### config.mk
export PLATFORM = sky130hd
export DESIGN_NAME = integer_partition_counter_top
export DESIGN_NICKNAME = d
export VERILOG_FILES = /design/src/rtl/ipc_pkg.sv /design/src/rtl/ipc_count_ram.sv /design/src/rtl/integer_partition_counter_top.sv
export SDC_FILE = /design/constraint.sdc
export NUM_CORES = 2
export LEC_CHECK = 0
export BUFFER_PORTS_ARGS = -buffer_cell sky130_fd_sc_hd__buf_4
export CAP_MARGIN = 20
export CORE_ASPECT_RATIO = 2
export CORE_MARGIN = 2
export CORE_UTILIZATION = 40
export DETAILED_ROUTE_END_ITERATION = 12
export SKIP_LAST_GASP = 1
export SYNTH_ARGS = -nofsm -noshare
export SYNTH_HDL_FRONTEND = slang
export SYNTH_SLANG_ARGS = --single-unit
### constraint.sdc
create_clock -name clk -period 6 [get_ports clk]
set_clock_uncertainty 0.1 [all_clocks]
set_input_delay 1.8 -clock clk [delete_from_list [all_inputs] [get_ports clk]]
set_output_delay 1.8 -clock clk [all_outputs]
set_load 0.005 [all_outputs]
### src/rtl/ipc_pkg.sv
`default_nettype none

package ipc_pkg;

  localparam int unsigned SUM_W     = 7;
  localparam int unsigned COUNT_W   = 32;
  localparam int unsigned S_TDATA_W = 16;
  localparam int unsigned M_TDATA_W = 32;

  localparam logic [COUNT_W-1:0] COUNT_TOP = '1;

  // Input fields from the lowest bit up: target_sum, largest_part.
  typedef struct packed {
    logic [SUM_W-1:0] largest_part;
    logic [SUM_W-1:0] target_sum;
  } in_item_t;

endpackage

`default_nettype wire

### src/rtl/ipc_count_ram.sv
`default_nettype none

module ipc_count_ram #(
  parameter int unsigned DEPTH  = 65,
  parameter int unsigned ADDR_W = 7
) (
  input  wire logic                        clk,
  input  wire logic                        we,
  input  wire logic [ADDR_W-1:0]           waddr,
  input  wire logic [ipc_pkg::COUNT_W-1:0] wdata,
  input  wire logic [ADDR_W-1:0]           raddr_a,
  input  wire logic [ADDR_W-1:0]           raddr_b,
  output logic      [ipc_pkg::COUNT_W-1:0] rdata_a,
  output logic      [ipc_pkg::COUNT_W-1:0] rdata_b
);

  logic [ipc_pkg::COUNT_W-1:0] mem [DEPTH];

  always_ff @(posedge clk) begin
    if (we) begin
      mem[waddr] <= wdata;
    end
    rdata_a <= mem[raddr_a];
    rdata_b <= mem[raddr_b];
  end

endmodule

`default_nettype wire

### src/rtl/integer_partition_counter_top.sv
`default_nettype none

// Counts the partitions of target_sum into parts no larger than largest_part,
// saturating at 0xFFFFFFFF (m_tuser high when the count sits at that value).
// One item at a time: the block sets entry 0 of a scratch RAM to one and
// clears entries 1..sum, one per cycle, then runs the partition recurrence at
// one table cell per cycle through a two-read, one-write RAM with a
// read-add-write pipeline that forwards the in-flight write. A zero limit
// (count 0), a zero sum (count 1) or a sum above MAX_SUM (answered with count 0
// and m_tuser high) skips the table and goes straight to the result.
module integer_partition_counter_top #(
  parameter int unsigned MAX_SUM = 64
) (
  input  wire logic                          clk,
  input  wire logic                          rst,
  input  wire logic                          s_tvalid,
  output logic                               s_tready,
  // target_sum [6:0], largest_part [13:7], zero [15:14]
  input  wire logic [ipc_pkg::S_TDATA_W-1:0] s_tdata,
  output logic                               m_tvalid,
  input  wire logic                          m_tready,
  // way_count [31:0]
  output logic      [ipc_pkg::M_TDATA_W-1:0] m_tdata,
  // saturated [0]
  output logic      [0:0]                    m_tuser
);

  localparam int unsigned DEPTH  = MAX_SUM + 1;
  localparam int unsigned ADDR_W = (DEPTH > 1) ? $clog2(DEPTH) : 1;

  typedef enum logic [2:0] {
    ST_IDLE,
    ST_INIT,
    ST_RUN,
    ST_DRAIN,
    ST_DONE
  } state_t;

  state_t                      state;
  ipc_pkg::in_item_t           in_item;
  logic [ipc_pkg::SUM_W-1:0]   sum_q;
  logic [ipc_pkg::SUM_W-1:0]   lim_q;
  logic [ipc_pkg::SUM_W-1:0]   i_q;
  logic [ipc_pkg::SUM_W-1:0]   j_q;
  logic                        p1_vld;
  logic                        p1_last;
  logic [ADDR_W-1:0]           p1_addr;
  logic                        fwd_a;
  logic                        fwd_b;
  logic [ipc_pkg::COUNT_W-1:0] last_sum;
  logic [ipc_pkg::COUNT_W-1:0] res_count;
  logic                        res_sat;

  logic [ADDR_W-1:0]           rd_addr_a;
  logic [ADDR_W-1:0]           rd_addr_b;
  logic [ipc_pkg::COUNT_W-1:0] rdata_a;
  logic [ipc_pkg::COUNT_W-1:0] rdata_b;
  logic [ipc_pkg::COUNT_W-1:0] op_a;
  logic [ipc_pkg::COUNT_W-1:0] op_b;
  logic [ipc_pkg::COUNT_W:0]   add_full;
  logic [ipc_pkg::COUNT_W-1:0] sat_sum;
  logic                        we;
  logic [ADDR_W-1:0]           waddr;
  logic [ipc_pkg::COUNT_W-1:0] wdata;

  assign in_item  = ipc_pkg::in_item_t'(s_tdata[2*ipc_pkg::SUM_W-1:0]);
  assign s_tready = (state == ST_IDLE);

  assign rd_addr_a = ADDR_W'(i_q);
  assign rd_addr_b = ADDR_W'(i_q - j_q);

  assign op_a     = fwd_a ? last_sum : rdata_a;
  assign op_b     = fwd_b ? last_sum : rdata_b;
  assign add_full = {1'b0, op_a} + {1'b0, op_b};
  assign sat_sum  = add_full[ipc_pkg::COUNT_W] ? ipc_pkg::COUNT_TOP
                                                : add_full[ipc_pkg::COUNT_W-1:0];

  always_comb begin
    if (state == ST_INIT) begin
      we    = 1'b1;
      waddr = ADDR_W'(i_q);
      wdata = (i_q == '0) ? ipc_pkg::COUNT_W'(1) : '0;
    end else begin
      we    = p1_vld;
      waddr = p1_addr;
      wdata = sat_sum;
    end
  end

  ipc_count_ram #(
    .DEPTH  (DEPTH),
    .ADDR_W (ADDR_W)
  ) u_ram (
    .clk     (clk),
    .we      (we),
    .waddr   (waddr),
    .wdata   (wdata),
    .raddr_a (rd_addr_a),
    .raddr_b (rd_addr_b),
    .rdata_a (rdata_a),
    .rdata_b (rdata_b)
  );

  always_ff @(posedge clk) begin
    if (rst) begin
      state    <= ST_IDLE;
      p1_vld   <= 1'b0;
      m_tvalid <= 1'b0;
    end else begin
      p1_vld <= (state == ST_RUN);
      if (p1_vld) begin
        last_sum <= sat_sum;
      end
      if (m_tvalid && m_tready && (state != ST_DONE)) begin
        m_tvalid <= 1'b0;
      end

      unique case (state)
        ST_IDLE: begin
          if (s_tvalid) begin
            if (in_item.largest_part == '0) begin
              res_count <= '0;
              res_sat   <= 1'b0;
              state     <= ST_DONE;
            end else if (int'(in_item.target_sum) > MAX_SUM) begin
              res_count <= '0;
              res_sat   <= 1'b1;
              state     <= ST_DONE;
            end else if (in_item.target_sum == '0) begin
              res_count <= ipc_pkg::COUNT_W'(1);
              res_sat   <= 1'b0;
              state     <= ST_DONE;
            end else begin
              sum_q <= in_item.target_sum;
              lim_q <= (in_item.largest_part > in_item.target_sum) ?
                       in_item.target_sum : in_item.largest_part;
              i_q   <= '0;
              state <= ST_INIT;
            end
          end
        end

        ST_INIT: begin
          if (i_q == sum_q) begin
            i_q   <= ipc_pkg::SUM_W'(1);
            j_q   <= ipc_pkg::SUM_W'(1);
            state <= ST_RUN;
          end else begin
            i_q <= i_q + 1'b1;
          end
        end

        ST_RUN: begin
          p1_addr <= rd_addr_a;
          p1_last <= (i_q == sum_q) && (j_q == lim_q);
          fwd_a   <= p1_vld && (p1_addr == rd_addr_a);
          fwd_b   <= p1_vld && (p1_addr == rd_addr_b);
          if (i_q == sum_q) begin
            if (j_q == lim_q) begin
              state <= ST_DRAIN;
            end else begin
              j_q <= j_q + 1'b1;
              i_q <= j_q + 1'b1;
            end
          end else begin
            i_q <= i_q + 1'b1;
          end
        end

        ST_DRAIN: begin
          res_count <= sat_sum;
          res_sat   <= (sat_sum == ipc_pkg::COUNT_TOP);
          state     <= ST_DONE;
        end

        ST_DONE: begin
          if (!m_tvalid || m_tready) begin
            m_tvalid <= 1'b1;
            m_tdata  <= res_count;
            m_tuser  <= res_sat;
            state    <= ST_IDLE;
          end
        end

        default: begin
          state <= ST_IDLE;
        end
      endcase
    end
  end

  a_flag_value: assert property (@(posedge clk) disable iff (rst)
    (m_tvalid && m_tuser[0]) |-> (m_tdata == ipc_pkg::COUNT_TOP || m_tdata == '0))
    else $error("saturation flag with a count that is neither top nor zero");

  a_run_bounds: assert property (@(posedge clk) disable iff (rst)
    (state == ST_RUN) |-> (j_q <= i_q && i_q <= sum_q && j_q <= lim_q))
    else $error("table walk out of bounds");

  a_drain_last: assert property (@(posedge clk) disable iff (rst)
    (state == ST_DRAIN) |-> (p1_vld && p1_last && p1_addr == ADDR_W'(sum_q)))
    else $error("result taken from a cell other than the final one");

  a_write_range: assert property (@(posedge clk) disable iff (rst)
    we |-> (waddr <= ADDR_W'(sum_q)))
    else $error("scratch write beyond the target sum");

endmodule

`default_nettype wire
==> results.cfg <==
[routing]
drtIter0Drc = 7575
vias_per_cell = 6.531
ant_nets = 0
routedWlPerCell_microns = 37.11
drc_errors = 0
dr.pass1.iters = 5
detail_route.wirelength_mm = 326.1
num_vias = 57390

[clocking]
numCtsBuffers = 216
clockRootBuffer = clkbuf_16
clk_latency_ns = 0.87
cts_buffer_depth = 4
clk_pin_slew_ns = 0.06
htreeDepth = 4
cts_resized = 0
cts_sinks = 2284
cts_setup_buffers = 0
tritoncts = done
cts_hold_buf = 0

[logic_synthesis]
syn_inst = 5000
yosysWarnings = 0
synth_nets = 5070
avgSynthCellArea_sq_um = 21.16
synthArstFlopShare_pct = 0
synthTopCellsByCount = edfxtp_1, mux4_2, clkbuf_1, nor2_1, mux2_2
ys.flop_type = edfxtp_1
ys_seq_elements = 2284
ys_types = 68
synth_top_area_cell = edfxtp_1
synth_edf_count = 2215
yosysMostFrequentCell = edfxtp_1
ys_seq_area_share_pct = 64.18
syn_area_sq_mm = 0.1058
yosys-top-cells-area = edfxtp_1, mux4_2, mux2_2, dfxtp_1, clkbuf_1
synth_top_area_share_pct = 62.87

[placement]
portBuffers = 52
dp_cells = 8394
dp_hpwl_mm = 184.1
gp_congestion = 0.9224

[grt]
grtUsageMet1_pct = 31.79
grt_pass1_vias = 58490
antenna_found_initial = 16
top_usage_layer = met2
grtUsageMet3_pct = 4.538
overflow = 0
grt_pass1_wl_mm = 455.3
grt.total_usage_pct = 24.03
grt_max_degree = 136
use_met2_pct = 39.96

[sta]
setup_viol = 0
rsz0062_at_grt = false
slew_viol_final = 0
fin_crit_sh_pct = 89.47
slew_headroom_pct = 22.13
hold_viol_final = 0
setup_tns_ns = 0
finalCriticalPeriod_ns = 5.368
worst_pin_slew_ns = 1.168
clock.fmax_ghz = 0.1863

[cells_and_area]
drive_gt1_share_pct = 40.57
area_delta_synth_final_pct = 12.59
layout.cells.non_filler = 8787
fillers = 21840
nNetsFinal = 5189

[job]
maxCapViolCount = 0

[critical_path]
r2r_start = fwd_a
crit_type = reg2reg
crit_fanout = 65
critPathRequiredTime_ns = 6.41
crit_chain = buf_4, mux2_2, fa_1, a211oi_2, o31ai_4, o21a_1, o211ai_1, nand2_1, a21o_1, a21oi_1, buf_4, nor2_4, buf_4
cp_slowest_cell = a21oi_1
crit_top_cell = buf_4
crit_start = fwd_a
cp.arrival_ns = 5.77
cp_slowest_stage_delay_ns = 0.54
cp-start-kind = flip-flop
cp-end-kind = flip-flop

[pwr]
power_frac_seq_pct = 50.4
power_leakage_nw = 36.49
irDropWorstVdd_v = 0.0002661
p_sw_share_pct = 24.35
clkPwrFrac_pct = 37.1
switching_power_mw = 9.059
cell_internal_pwr_mw = 28.14
p_per_area_mw_per_mm2 = 312.3
power_frac_comb_pct = 12.5
total_power_mw = 37.20

[floorplan]
coreArea_sq_mm = 0.2636
start_util_pct = 40.14
die-area_sq_mm = 0.2689
boundaryPins = 55
die_h_microns = 731.3
die_x_microns = 367.7
row_count = 267

[hold_path]
hold_path.class = reg2reg
hold_path_startpoint = res_count[25]

[run_status]
status = finished clean
[worst paths after layout]
kind,endpoint,slack [ns],cells after the start
worst max-delay path,u_ram.mem[43][9],0.63,13
worst max register to register,u_ram.mem[43][9],0.63,13
worst min-delay path,m_tdata[25],0.32,0
worst min register to register,m_tdata[25],0.32,0
[kinds of logic after synthesis]
group	Yosys count	share of synthesized area (%)
XOR/XNOR	61	0.5050
AND/OR/NAND/NOR	468	2.034
multiplexers	1485	29.73
flip-flops	2284	64.18
adder cells (fa/ha/maj)	50	0.6055
buffers and inverters	412	1.562
AO/OA/AOI/OAI	240	1.384
[placed cells by master (no fill, tap or decap), drive strengths merged, types with 57 or more instances in the layout]
| cell | n |
|---|---|
| edfxtp | 2215 |
| mux4 | 1312 |
| clkbuf | 276 |
| buf | 264 |
| nor2 | 180 |
| mux2 | 140 |
| nand2 | 133 |
| o21ai | 92 |
| clkinv | 73 |
| dfxtp | 69 |
| a21oi | 57 |
[power groups by stage]
stage          clock, mW  sequential (mW)  combinational [mW]
2_1_floorplan          0             19.1                2.79
3_3_place_gp           0             19.1                4.49
3_5_place_dp           0             19.1                4.62
4_1_cts             14.0             18.7                4.62
5_1_grt             14.6             18.7                4.94
6_report            13.8             18.7                4.66
[layout make-up]
cell class	instances	area, sq um	share of cell area, %
Tap cell	3497	4375	3.673
Multi-Input combinational cell	2304	37100	31.14
Clock inverter	110	1150	0.9653
Timing Repair Buffer	264	2603	2.185
Antenna cell	3	7.507	0.006302
Sequential cell	2284	67900	57.00
Inverter	49	183.9	0.1544
Clock buffer	276	5804	4.873
[stage by stage]
| step | util [%] | hold slack [ns] | setup slack [ns] | instance area (sq um) |
|---|---|---|---|---|
| 2_1_floorplan | - | 0.3003 | 0.5890 | 105800 |
| 3_3_place_gp | 42.51 | 0.3141 | 0.7172 | 112100 |
| 3_5_place_dp | 42.52 | 0.3045 | 0.7109 | 112100 |
| 4_1_cts | 45.16 | 0.3194 | 0.7104 | 119000 |
| 5_1_grt | 45.19 | 0.3243 | 0.4930 | 119100 |
| 6_report | 45.19 | 0.3185 | 0.6316 | 119100 |
[worst max-delay path: cells and delay by family, from the launching register on]
family	cells	cell delay (ns)
simple gates	2	0.27
buf+inv	3	0.96
flops	1	0.52
mux	1	0.40
compound gates	6	2.24
fa+ha+maj	1	0.46
[state kept, by name (all words and copies together) (netlist names)]
signal / cells
u_ram.mem: 2080
last_sum: 32
m_tdata: 32
res_count: 32
u_ram.rdata_a: 32
u_ram.rdata_b: 32
i_q: 7
j_q: 7
lim_q: 7
p1_addr: 7
sum_q: 7
state: 3
fwd_a: 1
fwd_b: 1
m_tuser: 1
m_tvalid: 1
p1_vld: 1
res_sat: 1
[per-layer routing]
metal  routed length [microns]  up-vias
li1                          -    21990
met1                    122000    31310
met2                    161600     3434
met3                     29970      653
met4                     12500        0
met5                         0        -
(Power assumes the default switching activity.)
